<file path="src/tmt_pkg.sv">
`timescale 1ns / 1ps

package tmt_pkg;

   // Widths fixed by the converter frame and the result word layout.
   localparam int RawWidth     = 32;
   localparam int ChanWidth    = 2;
   localparam int TempWidth    = 14;
   localparam int FaultWidth   = 3;
   localparam int TempLsb      = 18;
   localparam int TempMsb      = TempLsb + TempWidth - 1;

   localparam logic [FaultWidth-1:0] FaultMask = 3'b111;

   // Packed stream layouts.
   localparam int ReqDataWidth = 40;   // raw_word, channel, zero fill
   localparam int ReqUserWidth = 1;    // clear_history
   localparam int RspDataWidth = 48;   // temperature_q, fault_bits, min_q, max_q, zero fill
   localparam int RspUserWidth = 2;    // fault, history_valid

   typedef logic signed [TempWidth-1:0] temp_type;

   // Decoded frame handed from the decoder to the history tracker.
   typedef struct packed {
      temp_type                temperature;
      logic                    fault;
      logic [FaultWidth-1:0]   fault_bits;
   } sample_type;

   // Channel history as it stands after the current sample.
   typedef struct packed {
      temp_type   min_q;
      temp_type   max_q;
      logic       valid;
   } history_type;

endpackage

</file>
<file path="src/tmt_decode.sv">
`timescale 1ns / 1ps

module tmt_decode
   import tmt_pkg::*;
(
   input  logic [RawWidth-1:0] raw_word,
   output sample_type          sample
);

   logic [FaultWidth-1:0] fbits;

   assign fbits = raw_word[FaultWidth-1:0] & FaultMask;

   always_comb begin
      sample.fault_bits  = fbits;
      sample.fault       = |fbits;
      // The 14-bit field is already two's complement, so taking it as signed
      // is the sign extension.
      sample.temperature = sample.fault ? '0 : temp_type'(raw_word[TempMsb:TempLsb]);
   end

endmodule

</file>
<file path="src/tmt_history.sv">
`timescale 1ns / 1ps

module tmt_history
   import tmt_pkg::*;
#(
   parameter int CHANNELS = 4
)
(
   input  logic                 clock,
   input  logic                 reset,
   input  logic                 item_valid,
   input  logic [ChanWidth-1:0] channel,
   input  logic                 clear_history,
   input  sample_type           sample,
   output history_type          history
);

   localparam int IdxWidth = (CHANNELS > 1) ? $clog2(CHANNELS) : 1;

   temp_type              min_ff [CHANNELS];
   temp_type              max_ff [CHANNELS];
   logic [CHANNELS-1:0]   seen_ff;
   logic [CHANNELS-1:0]   seen_in;

   logic [IdxWidth-1:0]   idx;
   logic                  in_range;
   logic                  seen_now;
   logic                  wr_en;
   temp_type              cur_min;
   temp_type              cur_max;
   temp_type              new_min;
   temp_type              new_max;

   assign in_range = ({{(32-ChanWidth){1'b0}}, channel} < 32'(CHANNELS));
   assign idx      = IdxWidth'(channel);

   always_comb begin
      cur_min  = '0;
      cur_max  = '0;
      seen_now = 1'b0;
      if (in_range) begin
         cur_min  = min_ff[idx];
         cur_max  = max_ff[idx];
         seen_now = seen_ff[idx] & ~clear_history;
      end
   end

   assign wr_en = in_range & ~sample.fault;

   always_comb begin
      new_min = cur_min;
      new_max = cur_max;
      if (wr_en) begin
         if (!seen_now) begin
            new_min = sample.temperature;
            new_max = sample.temperature;
         end else begin
            if (sample.temperature < cur_min) new_min = sample.temperature;
            if (sample.temperature > cur_max) new_max = sample.temperature;
         end
      end
   end

   always_comb begin
      history.valid = seen_now | wr_en;
      history.min_q = history.valid ? new_min : '0;
      history.max_q = history.valid ? new_max : '0;
   end

   always_comb begin
      seen_in = seen_ff;
      if (item_valid) begin
         if (clear_history) seen_in = '0;
         if (wr_en) seen_in[idx] = 1'b1;
      end
   end

   always_ff @(posedge clock) begin
      if (reset) begin
         seen_ff <= '0;
      end else begin
         seen_ff <= seen_in;
      end
   end

   always_ff @(posedge clock) begin
      if (item_valid && wr_en) begin
         min_ff[idx] <= new_min;
         max_ff[idx] <= new_max;
      end
   end

   a_min_le_max: assert property (@(posedge clock) disable iff (reset)
      (item_valid && history.valid) |-> (history.min_q <= history.max_q))
      else $error("running minimum above running maximum");

   a_first_sample: assert property (@(posedge clock) disable iff (reset)
      (item_valid && wr_en && !seen_now) |->
         (history.min_q == sample.temperature && history.max_q == sample.temperature))
      else $error("first sample did not seed both extremes");

   a_seen_set: assert property (@(posedge clock) disable iff (reset)
      (item_valid && wr_en) |=> seen_ff[$past(idx)])
      else $error("seen flag not set after a valid sample");

   a_fault_keeps: assert property (@(posedge clock) disable iff (reset)
      (item_valid && sample.fault && !clear_history) |=> (seen_ff == $past(seen_ff)))
      else $error("fault frame changed the history");

endmodule

</file>
<file path="src/thermocouple_minmax_tracker_core.sv">
`timescale 1ns / 1ps
// A word accepted on req passes through the input register and then the result register before it
// is presented on rsp. Throughput: one word per cycle while rsp is not stalled; the per-channel
// min/max read-modify-write is combinational and is written as the word enters the result register.
// Backpressure on rsp stalls both stages; req_tready stays high while the input stage can move.
// Reset (synchronous, active high) empties both stages and clears every channel's seen flag.
// The min/max stores are not reset; they are only read after a valid sample has written them.

module thermocouple_minmax_tracker_core
   import tmt_pkg::*;
#(
   parameter int CHANNELS = 4
)
(
   input  logic                    clock,
   input  logic                    reset,

   input  logic                    req_tvalid,
   output logic                    req_tready,
   // Fields from bit 0: raw_word[31:0], channel[33:32], zero fill [39:34].
   input  logic [ReqDataWidth-1:0] req_tdata,
   // Fields from bit 0: clear_history[0].
   input  logic [ReqUserWidth-1:0] req_tuser,

   output logic                    rsp_tvalid,
   input  logic                    rsp_tready,
   // Fields from bit 0: temperature_q[13:0], fault_bits[16:14], min_q[30:17],
   // max_q[44:31], zero fill [47:45].
   output logic [RspDataWidth-1:0] rsp_tdata,
   // Fields from bit 0: fault[0], history_valid[1].
   output logic [RspUserWidth-1:0] rsp_tuser
);

   // Input stage: the accepted word waits here until the result register can take it.
   logic                   in_valid_ff;
   logic                   in_valid_in;
   logic [RawWidth-1:0]    raw_ff;
   logic [ChanWidth-1:0]   chan_ff;
   logic                   clear_ff;

   // Result stage.
   logic                   rsp_valid_ff;
   logic                   rsp_valid_in;
   sample_type             rsp_sample_ff;
   history_type            rsp_hist_ff;

   logic                   advance;
   logic                   req_take;
   logic                   process;
   sample_type             sample;
   history_type            history;

   // The result register is free when it is empty or is being emptied this cycle.
   assign advance    = ~rsp_valid_ff | rsp_tready;
   assign req_tready = ~in_valid_ff | advance;
   assign req_take   = req_tvalid & req_tready;
   assign process    = in_valid_ff & advance;

   assign in_valid_in  = req_take | (in_valid_ff & ~advance);
   assign rsp_valid_in = process | (rsp_valid_ff & ~rsp_tready);

   always_ff @(posedge clock) begin
      if (reset) begin
         in_valid_ff  <= 1'b0;
         rsp_valid_ff <= 1'b0;
      end else begin
         in_valid_ff  <= in_valid_in;
         rsp_valid_ff <= rsp_valid_in;
      end
   end

   always_ff @(posedge clock) begin
      if (req_take) begin
         raw_ff   <= req_tdata[RawWidth-1:0];
         chan_ff  <= req_tdata[RawWidth+ChanWidth-1:RawWidth];
         clear_ff <= req_tuser[0];
      end
   end

   tmt_decode u_decode (
      .raw_word (raw_ff),
      .sample   (sample)
   );

   // The history store is updated in the same cycle the result is captured, so the
   // next word in the input stage already sees this word's effect.
   tmt_history #(
      .CHANNELS (CHANNELS)
   ) u_history (
      .clock         (clock),
      .reset         (reset),
      .item_valid    (process),
      .channel       (chan_ff),
      .clear_history (clear_ff),
      .sample        (sample),
      .history       (history)
   );

   always_ff @(posedge clock) begin
      if (process) begin
         rsp_sample_ff <= sample;
         rsp_hist_ff   <= history;
      end
   end

   assign rsp_tvalid = rsp_valid_ff;
   assign rsp_tdata  = {3'b000,
                        rsp_hist_ff.max_q,
                        rsp_hist_ff.min_q,
                        rsp_sample_ff.fault_bits,
                        rsp_sample_ff.temperature};
   assign rsp_tuser  = {rsp_hist_ff.valid, rsp_sample_ff.fault};

   a_no_overwrite: assert property (@(posedge clock) disable iff (reset)
      (in_valid_ff && !advance) |-> !req_tready)
      else $error("input stage would be overwritten while stalled");

   a_rsp_drain: assert property (@(posedge clock) disable iff (reset)
      (rsp_valid_ff && !rsp_tready) |=> (rsp_valid_ff && $stable(rsp_hist_ff)))
      else $error("stalled result changed");

   a_fell_on_take: assert property (@(posedge clock) disable iff (reset)
      $fell(rsp_valid_ff) |-> $past(rsp_tready))
      else $error("result dropped without a handshake");

endmodule

</file>
<file path="config.mk">
export PLATFORM = sky130hd
export DESIGN_NAME = thermocouple_minmax_tracker_core
export DESIGN_NICKNAME = d
export VERILOG_FILES = /design/src/tmt_pkg.sv /design/src/tmt_decode.sv /design/src/tmt_history.sv /design/src/thermocouple_minmax_tracker_core.sv
export SDC_FILE = /design/constraint.sdc
export NUM_CORES = 1
export LEC_CHECK = 0
export BUFFER_PORTS_ARGS = -buffer_cell sky130_fd_sc_hd__buf_2
export CAP_MARGIN = 5
export CORE_UTILIZATION = 50
export CTS_CLUSTER_DIAMETER = 120
export DETAILED_ROUTE_END_ITERATION = 16
export MAX_ROUTING_LAYER = met4
export PLACE_DENSITY_LB_ADDON = 0.1
export SYNTH_ARGS = -nofsm -noshare
export SYNTH_HDL_FRONTEND = slang
export SYNTH_SLANG_ARGS = --single-unit
</file>
<file path="constraint.sdc">
create_clock -name clock -period 6.95 [get_ports clock]
set_input_delay 0 -clock clock [delete_from_list [all_inputs] [get_ports clock]]
set_output_delay 0 -clock clock [all_outputs]
set_load 0.005 [all_outputs]
</file>
==> impl_metrics.ini, run 1 <==
[floorplanning]
die_height_um = 130.7
die_width_um = 130.7
fp.coreArea_um2 = 16000
io_pins = 97
die-area_um2 = 17070
initial_core_util = 0.5172
fp-row-count = 46

[logic_synthesis]
synth_area_um2 = 8275
synth_cell_types = 51
syn_inst = 542
synth_commonest_cells = 179 x edfxtp_1, 44 x inv_1, 40 x nor2_1
yosysWarnings = 0
post-synth-top-count-cell = edfxtp_1
synth_area_leaders = edfxtp_1 65%, mux4_2 7.6%, ha_1 3.8%
synthArstFlopShare = 0
ys.flop_type = edfxtp_1
synth-edff-count = 179
yosys.area.top_type = edfxtp_1
synth_top_cell_area_share = 0.6495
synth-seq-area-share = 0.6689
synth_area_per_cell_um2 = 15.27
synth_seq_cells = 187

[cells_and_area]
finalNetCount = 708
area_growth_pct = 16.66
diodes = 0
design_area_um2 = 9654
drive_gt1_frac = 0.2523
final_cells = 866
fill_cells = 1221

[grt]
antenna_found_initial = 0
top_usage_layer = met2
grt_pass1_wl_um = 28240
grt-ovfl-total = 0
grt_pass1_vias = 5144
met1_usage = 0.2917
grt_start_max_net_pins = 51
grt_use_met3 = 0.03746
grt.total_usage = 0.2396
grtUsageMet2 = 0.3990

[setup_path]
critPathRequiredTime_ns = 7.22
path_class = reg -> reg
path_buf_inv = 2
end_kind = flop
cpPeakStageDelay_ns = 0.90
start_kind = flop
cp_top_family = compound AO/OA/AOI/OAI gates
cp_cell_sequence = buf_4 -> mux4_2 -> inv_1 -> ha_1 -> and4_1 -> nand4_1 -> a21oi_1 -> o21a_1 -> or3_1 -> a32o_1
cp_data_arrival_time_ns = 4.80
critPathSlowestCell = o21a_1
worstPathMaxFanout = 30

[power_and_ir_drop]
p_switching_uw = 572.9
seqPwrFrac = 0.533
peakVddDrop_uv = 237.1
swShare = 0.2345
p_clk_frac = 0.381
internal-power_mw = 1.870
comb_power_share = 0.087
p_leak_nw = 3.679
pwr_density_cell_nw_per_um2 = 253.0

[placement]
postPlaceCellArea_um2 = 8851
post-dp-hpwl_um = 11710
portBuffers = 72
place_congestion = 0.8220
dp.cells = 811

[cts]
cts_sinks = 187
htree_levels = 4
clock_latency_ns = 0.43
cts_root_buf = clkbuf_16
cts_post_setup_buffers_inserted = 0
cts_resized = 0
cts_tree = yes
holdBufCountCts = 24
numCtsBuffers = 17
clk_pin_slew_ns = 0.07
ctsLongestPathBuffers = 2

[sta]
worst_pin_slew_ns = 1.118
fin_crit_ns = 4.522
finalHoldViolations = 0
slew_violations = 0
skew_ns = 0.007900
setup_viol = 0
tns_ns = 0
whs_ns = 0.2789
fin_crit_sh = 0.6507
fmax_mhz = 221.1
rsz0062_at_grt = false
slew_headroom = 0.2545

[drt]
drc = 0
firstDrtPassIters = 4
drt_wl_total_um = 18380
vias = 5002
vias_per_cell = 5.776
ant_nets = 0
wire_per_inst_um = 21.23
drt_iter0_drc = 392

[job]
max_cap_violations = 0

[status]
outcome = finished, final reports clean

[min_path]
hold_path.class = in -> reg
## per-stage QoR
step,power (mW),setup slack (ns),util
after floorplan,1.459,1.264,-
after global placement,1.518,2.500,0.5532
after detailed placement,1.527,2.439,0.5532
after CTS,2.456,2.407,0.6034
after global routing,2.521,2.143,0.6034
final,2.443,2.428,0.6034
## cell families after synthesis
group	count (synthesis)	share of synthesized area
buffers and inverters	75	0.03931
muxes	45	0.09903
other	1	0.0004531
and+or+nand+nor	129	0.07514
adders and majority gates	26	0.03916
xor gates and xnor gates	2	0.002117
AOI/OAI and AO/OA	77	0.07590
DFF	187	0.6689
## sequential cells by signal, summed over array words and instances, names as in the netlist, named ones only
name               cells
in_valid_ff            1
rsp_tdata             45
clear_ff               1
raw_ff                17
rsp_tuser              2
u_history.max_ff      56
rsp_tvalid             1
chan_ff                2
u_history.min_ff      56
u_history.seen_ff      4
## placed cells by master (no fill, tap or decap), types with 3 or more instances in the layout
master / Yosys / routed
edfxtp_1: 179 / 179
nand3b_1: 3 / 3
a211o_1: 6 / 6
nor2_1: 40 / 40
o21a_1: 3 / 3
nand3_1: 12 / 12
a21o_1: 3 / 3
buf_2: 10 / 72
or3_1: 11 / 11
dlygate4sd3_1: 0 / 24
ha_1: 25 / 25
and2_1: 3 / 3
a22o_1: 13 / 13
clkbuf_16: 0 / 17
dfxtp_1: 8 / 6
buf_4: 4 / 9
a21oi_1: 11 / 11
conb_1: 1 / 3
mux4_2: 28 / 28
mux2_2: 11 / 11
nor3_1: 7 / 6
inv_6: 0 / 4
or4b_1: 3 / 3
nor2b_1: 4 / 3
o21ai_0: 3 / 3
mux2_1: 4 / 4
nand2_1: 36 / 36
a221oi_1: 14 / 14
a32o_1: 10 / 10
inv_1: 44 / 44
clkinvlp_4: 0 / 3
nand4_1: 3 / 3
## area by class of cell
class	count	area, um2	area share
Multi-Input combinational cell	282	2446	0.2534
Clock inverter	14	137.6	0.01426
Clock buffer	17	425.4	0.04406
Sequential cell	187	5538	0.5736
Timing Repair Buffer	105	668.1	0.06921
Inverter	45	168.9	0.01750
Tap cell	216	270.3	0.02799
## routing by layer
metal	share of wire	wire length (um)
met2	0.51	9395
met5	0	0
met3	0.046	840
met4	0.025	462
met1	0.42	7683
## power groups by stage
| stage | logic, mW | registers [mW] | clock network, mW |
|---|---|---|---|
| 2_1_floorplan | 0.147 | 1.31 | 0 |
| 3_3_place_gp | 0.192 | 1.33 | 0 |
| 3_5_place_dp | 0.200 | 1.33 | 0 |
| 4_1_cts | 0.211 | 1.30 | 0.942 |
| 5_1_grt | 0.234 | 1.31 | 0.982 |
| 6_report | 0.211 | 1.30 | 0.929 |
## worst paths after layout
check | start | to | slack, ns | cells after the start
worst max-delay path | flop | rsp_tdata[23] | 2.43 | 10
worst min register to register | u_history.seen_ff[0] | u_history.seen_ff[0] | 0.51 | 2
worst min-delay path | req_tdata[25] | raw_ff[25] | 0.28 | 2
worst max register to register | flop | rsp_tdata[23] | 2.43 | 10
No activity file was read; power rests on OpenSTA's default activity.
==> run 2: changes to the inputs <==
--- a/config.mk
+++ b/config.mk
@@ -5,6 +5,7 @@
 export SDC_FILE = /design/constraint.sdc
 export NUM_CORES = 1
 export LEC_CHECK = 0
+export ABC_AREA = 1
 export BUFFER_PORTS_ARGS = -buffer_cell sky130_fd_sc_hd__buf_2
 export CAP_MARGIN = 5
 export CORE_UTILIZATION = 50
==> constraint.sdc (replaced) <==
create_clock -name clock -period 4.1 [get_ports clock]
set_input_delay 0 -clock clock [delete_from_list [all_inputs] [get_ports clock]]
set_output_delay 0 -clock clock [all_outputs]
set_load 0.005 [all_outputs]
==> run 2 against run 1 <==
Against the previous run: first-iteration DRC count increased by 16%; die area shrank 1.3%; fmax increased by 22%; synthesized cell count rose by 28%; sequential power rose by 68%; count of clock-buffer cells in the layout grew 3; synthesized area is 1.3% lower; final cell count rose by 18%.
==> impl_metrics.ini, run 2 <==
[sta]
slew_headroom = 0.1799
skew_ns = 0.01028
whs_ns = 0.2665
slew_violations = 0
fmax_mhz = 268.7
worst_pin_slew_ns = 1.227
setup_viol = 0
tns_ns = 0
layout_setup_ws_ns = 0.3783
fin_crit_ns = 3.722
finalHoldViolations = 0
fin_crit_sh = 0.9077
rsz0062_at_grt = false

[setup_path]
cp_top_family = simple AND/OR/NAND/NOR gates
cpPeakStageDelay_ns = 0.38
r2r.worst_path.cells = 16
path_buf_inv = 4
cp_cell_sequence = buf_4 -> nand2_1 -> a32oi_1 -> inv_1 -> ha_1 -> nand2_1 -> inv_1 -> nand3_1 -> nor3_1 -> nand3_1 -> or3_1 -> nand3_2 -> nand2_4 -> buf_4 -> nand3_1 -> nand2_1
worstPathMaxFanout = 33
cp_data_arrival_time_ns = 3.88
reg2reg_slack_ns = 0.38
start_kind = flop
path_class = reg -> reg
r2r-end = u_history.max_ff[1][13]
critPathSlowestCell = nor3_1
end_kind = flop
critPathRequiredTime_ns = 4.26

[cts]
clk_pin_slew_ns = 0.07
ctsLongestPathBuffers = 2
clock_latency_ns = 0.44
cts_root_buf = clkbuf_16
cts_tree = yes
cts_sinks = 187
numCtsBuffers = 17
cts_resized = 0
htree_levels = 4

[cells_and_area]
area_growth_pct = 18.62
fin_util = 0.6079
final_cells = 1025
finalNetCount = 866
final_cell_mix = 179 x edfxtp_1, 166 x nand2_1, 72 x buf_2, 66 x inv_1, 49 x a21oi_1
drive_gt1_frac = 0.2188
final_common_cell = edfxtp_1
fill_cells = 1311
design_area_um2 = 9692
diodes = 0

[grt]
grt-ovfl-total = 0
grt.total_usage = 0.2535
grt_pass1_vias = 5466
grt_pass1_wl_um = 29400
antenna_found_initial = 0
grt_start_max_net_pins = 49

[floorplanning]
io_pins = 97
die_height_um = 129.8
die_width_um = 129.8
fp-row-count = 46
fp.coreArea_um2 = 15940
die-area_um2 = 16860
initial_core_util = 0.5125

[logic_synthesis]
synth_commonest_cells = 179 x edfxtp_1, 166 x nand2_1, 69 x inv_1
synth_area_leaders = edfxtp_1 66%, nand2_1 7.6%, ha_1 3.8%
synth_seq_cells = 187
synth_area_um2 = 8170
synth_cell_types = 32
post-synth-top-count-cell = edfxtp_1
ys.flop_type = edfxtp_1
synth_area_per_cell_um2 = 11.81
synth_top_cell_area_share = 0.6579
synthArstFlopShare = 0
synth-edff-count = 179
syn_inst = 692
yosys.area.top_type = edfxtp_1
yosysWarnings = 0
synth-seq-area-share = 0.6775

[drt]
vias_per_cell = 5.390
drt_wl_total_um = 19350
firstDrtPassIters = 5
vias = 5525
wire_per_inst_um = 18.88
drt_iter0_drc = 456
ant_nets = 0
drc = 0

[min_path]
worstHoldPathCells = 2
hold_path.class = in -> reg
hold_end = raw_ff[31]
worstHoldStart = req_tdata[31]

[placement]
dp.cells = 969
place_ws_ns = 0.5010
post-dp-hpwl_um = 11770
place_congestion = 0.8156
postPlaceCellArea_um2 = 8810
portBuffers = 72

[power_and_ir_drop]
finalPower_mw = 4.401
p_leak_nw = 3.928
peakVddDrop_uv = 279.6
pwr_density_cell_nw_per_um2 = 454.1

[status]
outcome = finished, final reports clean

[job]
max_cap_violations = 0
==> run 2: cell count changes after synthesis, moves of 23 or more <==
cell / before / now
mux4_2: 28 / 0
nand2_2: 0 / 23
a32oi_1: 0 / 24
nand2_1: 36 / 166
a21oi_1: 11 / 49
nand3_1: 12 / 43
inv_1: 44 / 69
==> run 2: area by class of cell <==
type | instances | area [um2] | share of cell area
multi-input cells | 405 | 2233 | 0.2304
well taps | 216 | 270.3 | 0.02789
repair buffers | 113 | 740.7 | 0.07643
clock buffers | 20 | 446.7 | 0.04609
clock inverters | 12 | 195.2 | 0.02014
flip-flops and latches | 187 | 5535 | 0.5711
inverters | 72 | 270.3 | 0.02789
==> run 2: worst max-delay path by stage <==
stage / start / end / slack [ns] / cells past startpoint
after floorplan: flop / u_history.max_ff[0][3] / 1.12 / 17
after global placement: flop / rsp_tdata[31] / 0.61 / 16
after detailed placement: flop / u_history.max_ff[1][10] / 0.50 / 16
after CTS: flop / rsp_tdata[44] / 0.45 / 16
after global routing: flop / u_history.max_ff[1][5] / 0.16 / 16
final: flop / u_history.max_ff[1][13] / 0.38 / 16
==> run 2: power by group <==
group / switching, mW / internal, mW / leakage, nW
clock: 0.688 / 1.10 / 0.314
combinational: 0.282 / 0.142 / 1.91
sequential: 0.0214 / 2.17 / 1.70
total: 0.992 / 3.41 / 3.93
==> run 2: repair_timing <==
item                      CTS  global route
hold buffers               24             0
hold endpoints to repair   28             0
setup buffers               0             0
==> run 2: cells by family after synthesis <==
family,share of synthesized area
AO/OA/AOI/OAI,0.08515
adder cells (fa/ha/maj),0.03828
buffers and inverters,0.05161
flip-flops,0.6775
other,0.0004590
AND/OR/NAND/NOR,0.1470
==> run 2: per-layer routing <==
layer	GRT usage	up-vias	wire (um)
li1	-	2622	-
met1	0.3162	2677	8338
met2	0.4086	190	9381
met3	0.04018	36	1092
met4	0.1170	0	535
met5	-	-	0
==> run 3: changes to the inputs <==
==> constraint.sdc (replaced) <==
create_clock -name clock -period 3.7 [get_ports clock]
set_input_delay 0.555 -clock clock [delete_from_list [all_inputs] [get_ports clock]]
set_output_delay 0.555 -clock clock [all_outputs]
set_load 0.005 [all_outputs]
==> run 3 against run 2 <==
Against the previous run: die area unchanged; global-route usage shrank 0.84 points; fmax increased by 11%; clock power up 7%; first-iteration DRC count decreased by 12%; worst hold slack better by 0.022 ns; clock skew fell by 0.0012 ns; core utilization shrank 1.3 points; largest power group unchanged.
==> impl_metrics.ini, run 3 (synthesized netlist as in run 2, its figures left out) <==
[drt]
drt_wl_total_um = 18830
drc = 0
ant_nets = 0
firstDrtPassIters = 5
drt_iter0_drc = 401
vias = 5412
vias_per_cell = 5.380
wire_per_inst_um = 18.71

[cells_and_area]
multi_input_area_um2 = 2238
finalNetCount = 847
drive_gt1_frac = 0.2329
area_growth_pct = 16.14
diodes = 0
final_cell_mix = 179 x edfxtp_1, 166 x nand2_1, 72 x buf_2, 68 x inv_1, 49 x a21oi_1
final_common_cell = edfxtp_1
fin_util = 0.5952
regArea_um2 = 5535
fill_cells = 1320

[cts]
clock_latency_ns = 0.44
cts_sinks = 187
cts_tree = yes
ctsLongestPathBuffers = 2
holdBufCountCts = 0
cts_root_buf = clkbuf_16
htree_levels = 4
numCtsBuffers = 17
clk_pin_slew_ns = 0.07

[floorplanning]
die_height_um = 129.8
fp-row-count = 46
fp.coreArea_um2 = 15940
io_pins = 97
die-area_um2 = 16860
die_width_um = 129.8
initial_core_util = 0.5125

[sta]
rsz0062_at_grt = false
setup_viol = 0
finalHoldViolations = 0
layout_setup_ws_ns = 0.3483
tns_ns = 0
slew_headroom = 0.2915
fin_crit_sh = 0.9059
skew_ns = 0.009029
fin_crit_ns = 3.352
worst_pin_slew_ns = 1.062
slew_violations = 0
fmax_mhz = 298.4

[setup_path]
cpMostUsedCell = nand2_1
reg2reg_slack_ns = 0.35
cp_data_arrival_time_ns = 3.52
cp_cell_sequence = inv_2 -> buf_12 -> nand2_1 -> a32oi_1 -> inv_1 -> ha_1 -> nand2_1 -> nor3_2 -> nand3_1 -> or3_1 -> nand3_2 -> nand2_4 -> buf_4 -> nand3_1 -> nand2_1
critPathRequiredTime_ns = 3.87
critPathSlowestCell = dfxtp_1
path_class = reg -> reg
path_buf_inv = 4
end_kind = flop
cpPeakStageDelay_ns = 0.39
worstPathMaxFanout = 34
start_kind = flop
cp_top_family = simple AND/OR/NAND/NOR gates

[placement]
place_congestion = 0.8268
place_ws_ns = 0.2189
post-dp-hpwl_um = 11860
portBuffers = 72

[power_and_ir_drop]
peakVddDrop_uv = 294.7
internal-power_mw = 3.685
pwr_density_cell_nw_per_um2 = 505.0
comb_power_share = 0.095
p_leak_nw = 3.856
seqPwrFrac = 0.507
p_switching_mw = 1.108
p_clk_frac = 0.398
swShare = 0.2311

[grt]
antenna_found_initial = 0
grt-ovfl-total = 0
grt_pass1_wl_um = 28600
grt.total_usage = 0.2451
grt_start_max_net_pins = 35
grt_pass1_vias = 5403

[job]
max_cap_violations = 0

[min_path]
hold_path.class = in -> reg

[status]
outcome = finished, final reports clean
[run 3: cell types whose count changed in the layout (fill, tap and decap cells not counted), moves of 2 or more]
cell,before,now
clkinvlp_4,1,3
dlygate4sd3_1,24,0
buf_4,16,20
inv_1,66,68
clkinv_1,2,0
inv_6,1,3
[run 3: stage by stage]
| step | hold WS, ns | std cells | power, mW | cell area [um2] |
|---|---|---|---|---|
| after floorplan | 0.4264 | 694 | 2.767 | 8178 |
| after global placement | 0.4336 | 974 | 2.911 | 8860 |
| after detailed placement | 0.4401 | 974 | 2.930 | 8860 |
| after CTS | 0.2733 | 1006 | 4.817 | 9482 |
| after global routing | 0.2720 | 1006 | 4.960 | 9489 |
| final | 0.2881 | 1006 | 4.792 | 9489 |
[run 3: what timing repair did]
| item | CTS | global route |
|---|---|---|
| resized for setup | 0 | 3 |
| buffers inserted | 0 | 0 |
| endpoints found under the hold margin | 0 | 0 |
| endpoints found under the setup margin | 0 | 69 |
[run 3: power by group through the flow]
stage          sequential (mW)  clock (mW)  combinational (mW)
2_1_floorplan             2.47           0               0.294
3_3_place_gp              2.47           0               0.437
3_5_place_dp              2.48           0               0.454
4_1_cts                   2.43        1.93               0.459
5_1_grt                   2.43        2.02               0.510
6_report                  2.43        1.91               0.456
[run 3: path summary, 6_finish.rpt]
path / start / to / depth (start not counted)
max: flop / u_history.max_ff[0][5] / 15
min: req_tdata[18] / raw_ff[18] / 1
max reg2reg: flop / u_history.max_ff[0][5] / 15
min reg2reg: raw_ff[2] / rsp_tdata[16] / 0
[run 3: routing by layer]
layer / track usage / vias to the layer above / wire (um)
li1: - / 2581 / -
met1: 0.2888 / 2603 / 7785
met2: 0.4137 / 186 / 9445
met3: 0.04756 / 42 / 1091
met4: 0.09986 / 0 / 503
met5: - / - / 0
[run 3: final cells by class]
cell class	count	share of cell area
Sequential cell	187	0.5833
Clock inverter	14	0.02031
Clock buffer	18	0.04523
Inverter	72	0.02874
Multi-Input combinational cell	405	0.2359
Tap cell	216	0.02848
Timing Repair Buffer	94	0.05802
